<file path="config.mk">
export PLATFORM = sky130hd
export DESIGN_NAME = seconds_to_calendar
export DESIGN_NICKNAME = d
export VERILOG_FILES = /design/src/hw/rtl/stc_pkg.sv /design/src/hw/rtl/stc_subcmp.sv /design/src/hw/rtl/seconds_to_calendar.sv
export SDC_FILE = /design/constraint.sdc
export NUM_CORES = 1
export LEC_CHECK = 0
export BUFFER_PORTS_ARGS = -buffer_cell sky130_fd_sc_hd__buf_2
export CAP_MARGIN = 20
export CORE_ASPECT_RATIO = 0.9
export CORE_MARGIN = 5
export CORE_UTILIZATION = 30
export CTS_BUF_LIST = sky130_fd_sc_hd__clkbuf_16
export CTS_CLUSTER_DIAMETER = 40
export DETAILED_ROUTE_END_ITERATION = 16
export PLACE_DENSITY = 0.46
export SYNTH_ARGS = -nofsm -noshare
export SYNTH_HDL_FRONTEND = slang
export SYNTH_HIERARCHICAL = 1
export SYNTH_SLANG_ARGS = --single-unit
</file>
<file path="constraint.sdc">
create_clock -name i_clk -period 14.2 [get_ports i_clk]
set_input_delay 0.71 -clock i_clk [delete_from_list [all_inputs] [get_ports i_clk]]
set_output_delay 0.71 -clock i_clk [all_outputs]
set_load 0.01 [all_outputs]
</file>
<file path="src/hw/rtl/stc_pkg.sv">
package stc_pkg;

    localparam int ALU_W = 18;

    typedef logic [ALU_W-1:0] t_word;

    localparam t_word SEC_PER_DAY = 18'd86400;
    // starting divisors for the shifted-divisor steps
    localparam t_word HOUR_DIV0   = 18'd57600;   // 3600 << 4
    localparam t_word MIN_DIV0    = 18'd1920;    // 60 << 5
    localparam t_word WEEK_DIV0   = 18'd57344;   // 7 << 13
    localparam t_word QUAD_DAYS   = 18'd1461;    // one leap year plus three common years
    localparam t_word LEAP_DAYS   = 18'd366;
    localparam t_word COMMON_DAYS = 18'd365;

    localparam logic [11:0] YEAR_BASE    = 12'd2000;
    localparam logic [11:0] YEAR_DAYZERO = 12'd1999;
    localparam logic [3:0]  MONTH_DEC    = 4'd12;
    localparam logic [4:0]  DAY_LAST_DEC = 5'd31;
    localparam logic [3:0]  DOW_OFFSET   = 4'd5;
    localparam logic [3:0]  DAYS_IN_WEEK = 4'd7;

    localparam logic [8:0] CUM_DAYS [12] = '{
        9'd31, 9'd59, 9'd90, 9'd120, 9'd151, 9'd181,
        9'd212, 9'd243, 9'd273, 9'd304, 9'd334, 9'd365
    };

    // days from Jan 1 through the end of month m; zero for m == 0
    function automatic logic [8:0] days_through(input logic [3:0] m, input logic leap);
        logic [8:0] v;
        v = '0;
        if (m != 4'd0 && m <= MONTH_DEC) begin
            v = CUM_DAYS[m - 4'd1];
            if (leap && m > 4'd1) begin
                v = v + 9'd1;
            end
        end
        return v;
    endfunction

    typedef enum logic [8:0] {
        S_IDLE  = 9'b000000001,
        S_DAYS  = 9'b000000010,
        S_HOUR  = 9'b000000100,
        S_MIN   = 9'b000001000,
        S_DOW   = 9'b000010000,
        S_YEAR4 = 9'b000100000,
        S_YEAR  = 9'b001000000,
        S_MONTH = 9'b010000000,
        S_DAY   = 9'b100000000
    } t_state;

endpackage

</file>
<file path="src/hw/rtl/stc_subcmp.sv">
module stc_subcmp (
    input  stc_pkg::t_word i_a,
    input  stc_pkg::t_word i_b,
    output stc_pkg::t_word o_diff,
    output logic           o_ge,
    output logic           o_gt
);
    import stc_pkg::*;

    logic [ALU_W:0] w_full;

    assign w_full = {1'b0, i_a} - {1'b0, i_b};
    assign o_diff = w_full[ALU_W-1:0];
    assign o_ge   = ~w_full[ALU_W];
    assign o_gt   = ~w_full[ALU_W] && (w_full[ALU_W-1:0] != '0);

endmodule

</file>
<file path="src/hw/rtl/seconds_to_calendar.sv">
// Time from request accept to result valid is set by the four-year blocks, single years
// and months walked. One request at a time: a new request is taken only once the last has
// gone to the output register; a single 18-bit subtract/compare unit does every step.
// o_stall is high from accept until the result is moved to the output register, so a
// stalled output register holds off the next request.
// Reset (i_rst_n low, synchronous) returns the sequencer to idle and drops o_valid.
module seconds_to_calendar (
    input  logic        i_clk,
    input  logic        i_rst_n,
    input  logic        i_valid,
    output logic        o_stall,
    input  logic [31:0] i_seconds,
    output logic        o_valid,
    input  logic        i_stall,
    output logic [11:0] o_year,
    output logic [3:0]  o_month,
    output logic [4:0]  o_day,
    output logic [4:0]  o_hour,
    output logic [5:0]  o_minute,
    output logic [5:0]  o_second,
    output logic [2:0]  o_day_of_week
);
    import stc_pkg::*;

    // Sequence per request:
    //   S_DAYS  32 restoring steps: seconds / 86400, remainder is time of day
    //   S_HOUR  5 shifted-divisor steps: time / 3600
    //   S_MIN   6 steps: leftover / 60, last remainder is the second
    //   S_DOW   14 steps: day count mod 7
    //   S_YEAR4 peel four-year blocks of 1461 days (leap year first)
    //   S_YEAR  peel single years, at most three
    //   S_MONTH walk the cumulative-days table
    //   S_DAY   day of month, load the output register
    t_state      r_state, n_state;
    logic [31:0] r_sec, n_sec;
    t_word       r_rem, n_rem;
    t_word       r_div, n_div;
    logic [15:0] r_days, n_days;
    logic [4:0]  r_cnt, n_cnt;
    logic [4:0]  r_hour, n_hour;
    logic [5:0]  r_minute, n_minute;
    logic [5:0]  r_second, n_second;
    logic [2:0]  r_dow, n_dow;
    logic [7:0]  r_yidx, n_yidx;
    logic [3:0]  r_month, n_month;

    logic        r_out_valid;
    logic [11:0] r_year_o;
    logic [3:0]  r_month_o;
    logic [4:0]  r_day_o;
    logic [4:0]  r_hour_o;
    logic [5:0]  r_minute_o;
    logic [5:0]  r_second_o;
    logic [2:0]  r_dow_o;

    t_word       w_a, w_b, w_diff;
    logic        w_ge, w_gt;
    logic        w_leap;
    logic        w_out_free;
    logic        w_load;
    logic [3:0]  w_dow_sum;
    logic [2:0]  w_wk_rem;

    stc_subcmp u_alu (
        .i_a    (w_a),
        .i_b    (w_b),
        .o_diff (w_diff),
        .o_ge   (w_ge),
        .o_gt   (w_gt)
    );

    assign w_leap     = (r_yidx[1:0] == 2'b00);
    assign w_out_free = !r_out_valid || !i_stall;
    assign w_load     = (r_state == S_DAY) && w_out_free;
    assign o_stall    = (r_state != S_IDLE);

    // remainder of the last mod-7 step, then shift the weekday so day 0 is Friday
    assign w_wk_rem  = w_ge ? w_diff[2:0] : r_rem[2:0];
    assign w_dow_sum = {1'b0, w_wk_rem} + DOW_OFFSET;

    always_comb begin
        n_state  = r_state;
        n_sec    = r_sec;
        n_rem    = r_rem;
        n_div    = r_div;
        n_days   = r_days;
        n_cnt    = r_cnt;
        n_hour   = r_hour;
        n_minute = r_minute;
        n_second = r_second;
        n_dow    = r_dow;
        n_yidx   = r_yidx;
        n_month  = r_month;
        w_a      = '0;
        w_b      = '0;
        case (r_state)
            S_IDLE: begin
                if (i_valid) begin
                    n_sec   = i_seconds;
                    n_rem   = '0;
                    n_days  = '0;
                    n_cnt   = 5'd31;
                    n_state = S_DAYS;
                end
            end
            S_DAYS: begin
                // shift in one dividend bit per cycle
                w_a    = {r_rem[ALU_W-2:0], r_sec[31]};
                w_b    = SEC_PER_DAY;
                n_rem  = w_ge ? w_diff : w_a;
                n_sec  = {r_sec[30:0], 1'b0};
                n_days = {r_days[14:0], w_ge};
                if (r_cnt == 5'd0) begin
                    n_div   = HOUR_DIV0;
                    n_cnt   = 5'd4;
                    n_state = S_HOUR;
                end else begin
                    n_cnt = r_cnt - 5'd1;
                end
            end
            S_HOUR: begin
                w_a    = r_rem;
                w_b    = r_div;
                n_rem  = w_ge ? w_diff : r_rem;
                n_hour = {r_hour[3:0], w_ge};
                n_div  = {1'b0, r_div[ALU_W-1:1]};
                if (r_cnt == 5'd0) begin
                    n_div   = MIN_DIV0;
                    n_cnt   = 5'd5;
                    n_state = S_MIN;
                end else begin
                    n_cnt = r_cnt - 5'd1;
                end
            end
            S_MIN: begin
                w_a      = r_rem;
                w_b      = r_div;
                n_rem    = w_ge ? w_diff : r_rem;
                n_minute = {r_minute[4:0], w_ge};
                n_div    = {1'b0, r_div[ALU_W-1:1]};
                if (r_cnt == 5'd0) begin
                    n_second = w_ge ? w_diff[5:0] : r_rem[5:0];
                    n_rem    = {2'b00, r_days};
                    n_div    = WEEK_DIV0;
                    n_cnt    = 5'd13;
                    n_state  = S_DOW;
                end else begin
                    n_cnt = r_cnt - 5'd1;
                end
            end
            S_DOW: begin
                w_a   = r_rem;
                w_b   = r_div;
                n_rem = w_ge ? w_diff : r_rem;
                n_div = {1'b0, r_div[ALU_W-1:1]};
                if (r_cnt == 5'd0) begin
                    n_dow   = (w_dow_sum >= DAYS_IN_WEEK) ? 3'(w_dow_sum - DAYS_IN_WEEK)
                                                           : w_dow_sum[2:0];
                    n_yidx  = '0;
                    n_state = S_YEAR4;
                end else begin
                    n_cnt = r_cnt - 5'd1;
                end
            end
            S_YEAR4: begin
                w_a = {2'b00, r_days};
                w_b = QUAD_DAYS;
                if (w_gt) begin
                    n_days = w_diff[15:0];
                    n_yidx = r_yidx + 8'd4;
                end else begin
                    n_state = S_YEAR;
                end
            end
            S_YEAR: begin
                w_a = {2'b00, r_days};
                w_b = w_leap ? LEAP_DAYS : COMMON_DAYS;
                if (w_gt) begin
                    n_days = w_diff[15:0];
                    n_yidx = r_yidx + 8'd1;
                end else begin
                    n_month = 4'd1;
                    n_state = S_MONTH;
                end
            end
            S_MONTH: begin
                w_a = {2'b00, r_days};
                w_b = {9'd0, days_through(r_month, w_leap)};
                if (r_month != MONTH_DEC && w_gt) begin
                    n_month = r_month + 4'd1;
                end else begin
                    n_state = S_DAY;
                end
            end
            S_DAY: begin
                w_a = {2'b00, r_days};
                w_b = {9'd0, days_through(r_month - 4'd1, w_leap)};
                if (w_out_free) begin
                    n_state = S_IDLE;
                end
            end
            default: begin
                n_state = S_IDLE;
            end
        endcase
    end

    always_ff @(posedge i_clk) begin
        if (!i_rst_n) begin
            r_state <= S_IDLE;
        end else begin
            r_state <= n_state;
        end
        r_sec    <= n_sec;
        r_rem    <= n_rem;
        r_div    <= n_div;
        r_days   <= n_days;
        r_cnt    <= n_cnt;
        r_hour   <= n_hour;
        r_minute <= n_minute;
        r_second <= n_second;
        r_dow    <= n_dow;
        r_yidx   <= n_yidx;
        r_month  <= n_month;
    end

    // output register: holds the finished request while the consumer stalls
    always_ff @(posedge i_clk) begin
        if (!i_rst_n) begin
            r_out_valid <= 1'b0;
        end else if (w_load) begin
            r_out_valid <= 1'b1;
        end else if (!i_stall) begin
            r_out_valid <= 1'b0;
        end
    end

    always_ff @(posedge i_clk) begin
        if (w_load) begin
            // day count zero never moved r_days, so it is still zero here
            if (r_days == 16'd0) begin
                r_year_o  <= YEAR_DAYZERO;
                r_month_o <= MONTH_DEC;
                r_day_o   <= DAY_LAST_DEC;
            end else begin
                r_year_o  <= YEAR_BASE + {4'b0000, r_yidx};
                r_month_o <= r_month;
                r_day_o   <= w_diff[4:0];
            end
            r_hour_o   <= r_hour;
            r_minute_o <= r_minute;
            r_second_o <= r_second;
            r_dow_o    <= r_dow;
        end
    end

    assign o_valid       = r_out_valid;
    assign o_year        = r_year_o;
    assign o_month       = r_month_o;
    assign o_day         = r_day_o;
    assign o_hour        = r_hour_o;
    assign o_minute      = r_minute_o;
    assign o_second      = r_second_o;
    assign o_day_of_week = r_dow_o;

endmodule
</file>
==> impl_metrics.prom <==
# TYPE chip_impl_metric gauge
chip_impl_metric{name="cellLeakagePower",unit="nW"} 4.54
chip_impl_metric{name="fin_crit_sh",unit="%"} 50.0
chip_impl_metric{name="grt_max_degree",unit=""} 52
chip_impl_metric{name="worst_ir_drop_vdd",unit="uV"} 88.9
chip_impl_metric{name="min_period",unit="ps"} 7110
chip_impl_info{name="critical_path.slowest_cell",value="sky130_fd_sc_hd__edfxtp_1"} 1
chip_impl_metric{name="drv_slew",unit=""} 0
chip_impl_metric{name="syn_area_per_cell",unit="sq um"} 10.1
chip_impl_metric{name="synth_compound_gate_area_share",unit="%"} 16.6
chip_impl_metric{name="setup_tns",unit="ps"} 0
chip_impl_metric{name="place.detailed.hpwl",unit="um"} 19000
chip_impl_metric{name="synth_simple_gate_area_share",unit="%"} 19.2
chip_impl_info{name="clock-root-buffer",value="sky130_fd_sc_hd__clkbuf_16"} 1
chip_impl_metric{name="adder_cell_share_of_the_synthesized_area",unit="%"} 4.52
chip_impl_metric{name="drt_first_iter_violations",unit=""} 773
chip_impl_metric{name="clock-skew-final",unit="ps"} 17.2
chip_impl_info{name="main_combinational_cell_family_by_area_after_synthesis",value="simple AND/OR/NAND/NOR gates"} 1
chip_impl_metric{name="first_global_vias",unit=""} 7294
chip_impl_info{name="worstSetupStartpointType",value="flip-flop"} 1
chip_impl_metric{name="dp.cells",unit=""} 1452
chip_impl_info{name="grt_setup_unrepaired",value="false"} 1
chip_impl_metric{name="cts_max_path_buffers",unit=""} 2
chip_impl_info{name="result_of_the_run",value="complete, no violations"} 1
chip_impl_metric{name="mappedNetlistArea",unit="sq um"} 10100
chip_impl_metric{name="hold_violations",unit=""} 0
chip_impl_metric{name="synth_top_area_share",unit="%"} 47.4
chip_impl_metric{name="critPathMaxFanout",unit=""} 46
chip_impl_info{name="synth_top_cells_by_area",value="sky130_fd_sc_hd__edfxtp_1, sky130_fd_sc_hd__nand2_1, sky130_fd_sc_hd__ha_1"} 1
chip_impl_metric{name="totalWireLength",unit="um"} 26700
chip_impl_metric{name="critPathRequiredTime",unit="ps"} 14380
chip_impl_metric{name="route.detailed.wl_per_inst",unit="um"} 18.0
chip_impl_metric{name="top_achievable_clock_speed",unit="GHz"} 0.141
chip_impl_metric{name="design.die.area",unit="sq um"} 37400
chip_impl_metric{name="drt_pre_antenna_iters",unit=""} 9
chip_impl_metric{name="final_nets",unit=""} 1120
chip_impl_metric{name="gr-total-overflow",unit=""} 0
chip_impl_metric{name="cts_post_setup_buffers_inserted",unit=""} 0
chip_impl_info{name="yosys_most_used_dff",value="sky130_fd_sc_hd__edfxtp_1"} 1
chip_impl_metric{name="globalRouteTotalUtil",unit="%"} 14.2
chip_impl_metric{name="insertion_delay",unit="ps"} 430
chip_impl_metric{name="num_vias",unit=""} 7666
chip_impl_info{name="leading_cell_type_in_the_layout_fill_and_taps_excluded",value="sky130_fd_sc_hd__nand2_1"} 1
chip_impl_metric{name="synth-edff-count",unit=""} 159
chip_impl_metric{name="clock_sink_count",unit=""} 169
chip_impl_metric{name="synth_mux_area_share",unit="%"} 1.47
chip_impl_metric{name="via_per_inst",unit=""} 5.17
chip_impl_metric{name="initial_utilization",unit="%"} 30.5
chip_impl_metric{name="drc",unit=""} 0
chip_impl_metric{name="ys_ff_latch",unit=""} 169
chip_impl_metric{name="setup_viol",unit=""} 0
chip_impl_metric{name="slew_headroom",unit="%"} 37.2
chip_impl_metric{name="site_row_count",unit=""} 63
chip_impl_metric{name="count_of_antenna_diodes_in_the_layout",unit=""} 0
chip_impl_metric{name="post_cts_resize_count",unit=""} 0
chip_impl_metric{name="finish.cell_count_without_fillers",unit=""} 1484
chip_impl_metric{name="critical_path.max_stage_delay",unit="ps"} 730
chip_impl_info{name="tritoncts",value="built"} 1
chip_impl_metric{name="htree_levels",unit=""} 4
chip_impl_metric{name="worst-endpoint-arrival",unit="ps"} 7280
chip_impl_metric{name="final.fill_count",unit=""} 3324
chip_impl_metric{name="core_area",unit="sq um"} 33000
chip_impl_metric{name="mappedNetlistNets",unit=""} 1068
chip_impl_info{name="criticalPathCategory",value="flip-flop to flip-flop"} 1
chip_impl_metric{name="clk_pin_slew",unit="ps"} 60
chip_impl_metric{name="number_of_antenna_violations_at_the_first_check_in_global_routing",unit=""} 0
chip_impl_metric{name="drive_above_1_share",unit="%"} 14.9
chip_impl_metric{name="ys_warn_count",unit=""} 6
chip_impl_metric{name="die_w",unit="um"} 203
chip_impl_metric{name="worstMarginPinSlew",unit="ps"} 941
chip_impl_metric{name="cts_hold_buf",unit=""} 0
chip_impl_metric{name="drv_cap",unit=""} 0
chip_impl_metric{name="cts_inserted_buffers",unit=""} 17
chip_impl_metric{name="grt_pass1_wl",unit="um"} 42100
chip_impl_info{name="netlist.top_cell.by_area",value="sky130_fd_sc_hd__edfxtp_1"} 1
chip_impl_metric{name="number_of_unique_standard_cell_types_used_by_synthesis",unit=""} 93
chip_impl_metric{name="ios",unit=""} 79
chip_impl_metric{name="die_height",unit="um"} 184
chip_impl_info{name="holdCritPathClass",value="flip-flop to flip-flop"} 1
chip_impl_metric{name="synth_to_layout_area_growth",unit="%"} 12.9
chip_impl_metric{name="syn-instance-count",unit=""} 997
chip_impl_info{name="setup.worst_path.end_class",value="flip-flop"} 1
chip_impl_metric{name="post_synthesis_xor_xnor_area_fraction",unit="%"} 3.45
chip_impl_metric{name="synth_async_sr_flop_share",unit="%"} 0
chip_impl_info{name="most_used_cells_in_the_layout_excluding_fill_and_tap_cells",value="sky130_fd_sc_hd__nand2_1, sky130_fd_sc_hd__edfxtp_1, sky130_fd_sc_hd__buf_2"} 1
chip_impl_metric{name="power.density",unit="nW/um^2"} 111
chip_impl_metric{name="routabilityCongestion",unit=""} 0.838
chip_impl_metric{name="postRouteAntennaNets",unit=""} 0
chip_impl_info{name="timing.critical_path.mode_cell",value="sky130_fd_sc_hd__inv_1"} 1
chip_impl_metric{name="io_buffer_count",unit=""} 78
chip_impl_metric{name="seq_area_frac_synth",unit="%"} 49.4
## worst max-delay path: cells and delay by family (launching register included)
family | cells | cell delay (ps)
buffers and inverters | 6 | 960
DFF | 1 | 730
adders and majority gates | 3 | 1050
xor gates and xnor gates | 3 | 610
AOI/OAI and AO/OA | 13 | 2890
and+or+nand+nor | 3 | 560
## registers in the layout, indices dropped and copies added (netlist names)
register	count
r_state	9
r_sec	32
o_second	6
o_valid	1
r_hour	5
r_div	16
r_cnt	5
r_yidx	8
o_day	5
r_rem	18
o_hour	5
o_year	11
o_month	4
r_days	16
r_dow	3
r_month	4
o_day_of_week	3
r_minute	6
r_second	6
o_minute	6
## synth_stat cells (all sizes together) (19+ instances only)
cell,instances
a21oi,41
a22o,29
and2,19
buf,37
clkbuf,20
edfxtp,159
ha,34
inv,67
nand2,162
nand2b,31
nor2,71
nor2b,21
o21ai,50
xnor2,24
## power by group
group	leakage, nW	internal, mW	switching (mW)	total (mW)
registers	1.59	0.587	0.0256	0.613
logic	2.67	0.0759	0.135	0.211
clock network	0.271	0.242	0.203	0.445
## kinds of logic after synthesis
logic type | after synthesis
adder cells (fa/ha/maj) | 36
other | 1
AND/OR/NAND/NOR | 388
XOR/XNOR | 38
buffers and inverters | 124
multiplexers | 13
flip-flops | 169
AO/OA/AOI/OAI | 228
## final cells by class
class / instances / area, sq um / area share, %
Clock inverter: 15 / 130 / 1.14
Timing Repair Buffer: 90 / 480 / 4.22
Multi-Input combinational cell: 704 / 4590 / 40.3
Clock buffer: 17 / 425 / 3.74
Inverter: 67 / 251 / 2.21
Sequential cell: 169 / 4970 / 43.7
Tap cell: 422 / 528 / 4.64
## worst paths after layout
| kind | startpoint | to | slack [ps] | cells past startpoint |
|---|---|---|---|---|
| setup reg to reg | r_month[0] | r_dow[1] | 7090 | 28 |
| setup / recovery | r_month[0] | r_dow[1] | 7090 | 28 |
| hold reg to reg | r_second[3] | o_second[3] | 420 | 0 |
| hold / removal | r_second[3] | o_second[3] | 420 | 0 |
## through the flow
step / instance area, sq um / hold slack [ps] / util, % / total power [mW] / worst slack [ps]
2_1_floorplan: 10100 / 400 / - / 0.765 / 8290
3_3_place_gp: 10800 / 401 / 32.8 / 0.834 / 7260
3_5_place_dp: 10800 / 405 / 32.8 / 0.832 / 7080
4_1_cts: 11400 / 423 / 34.4 / 1.28 / 7060
5_1_grt: 11400 / 428 / 34.4 / 1.33 / 6500
6_report: 11400 / 420 / 34.4 / 1.27 / 7090
## metal layers
layer	up-vias	GRT usage [%]	routed length, um
met5	-	0	0
met4	0	3.48	324
met3	17	2.59	1160
met2	198	21.3	11900
met1	3711	21.3	13300
li1	3740	-	-
Power figures use the tool's default switching activity.
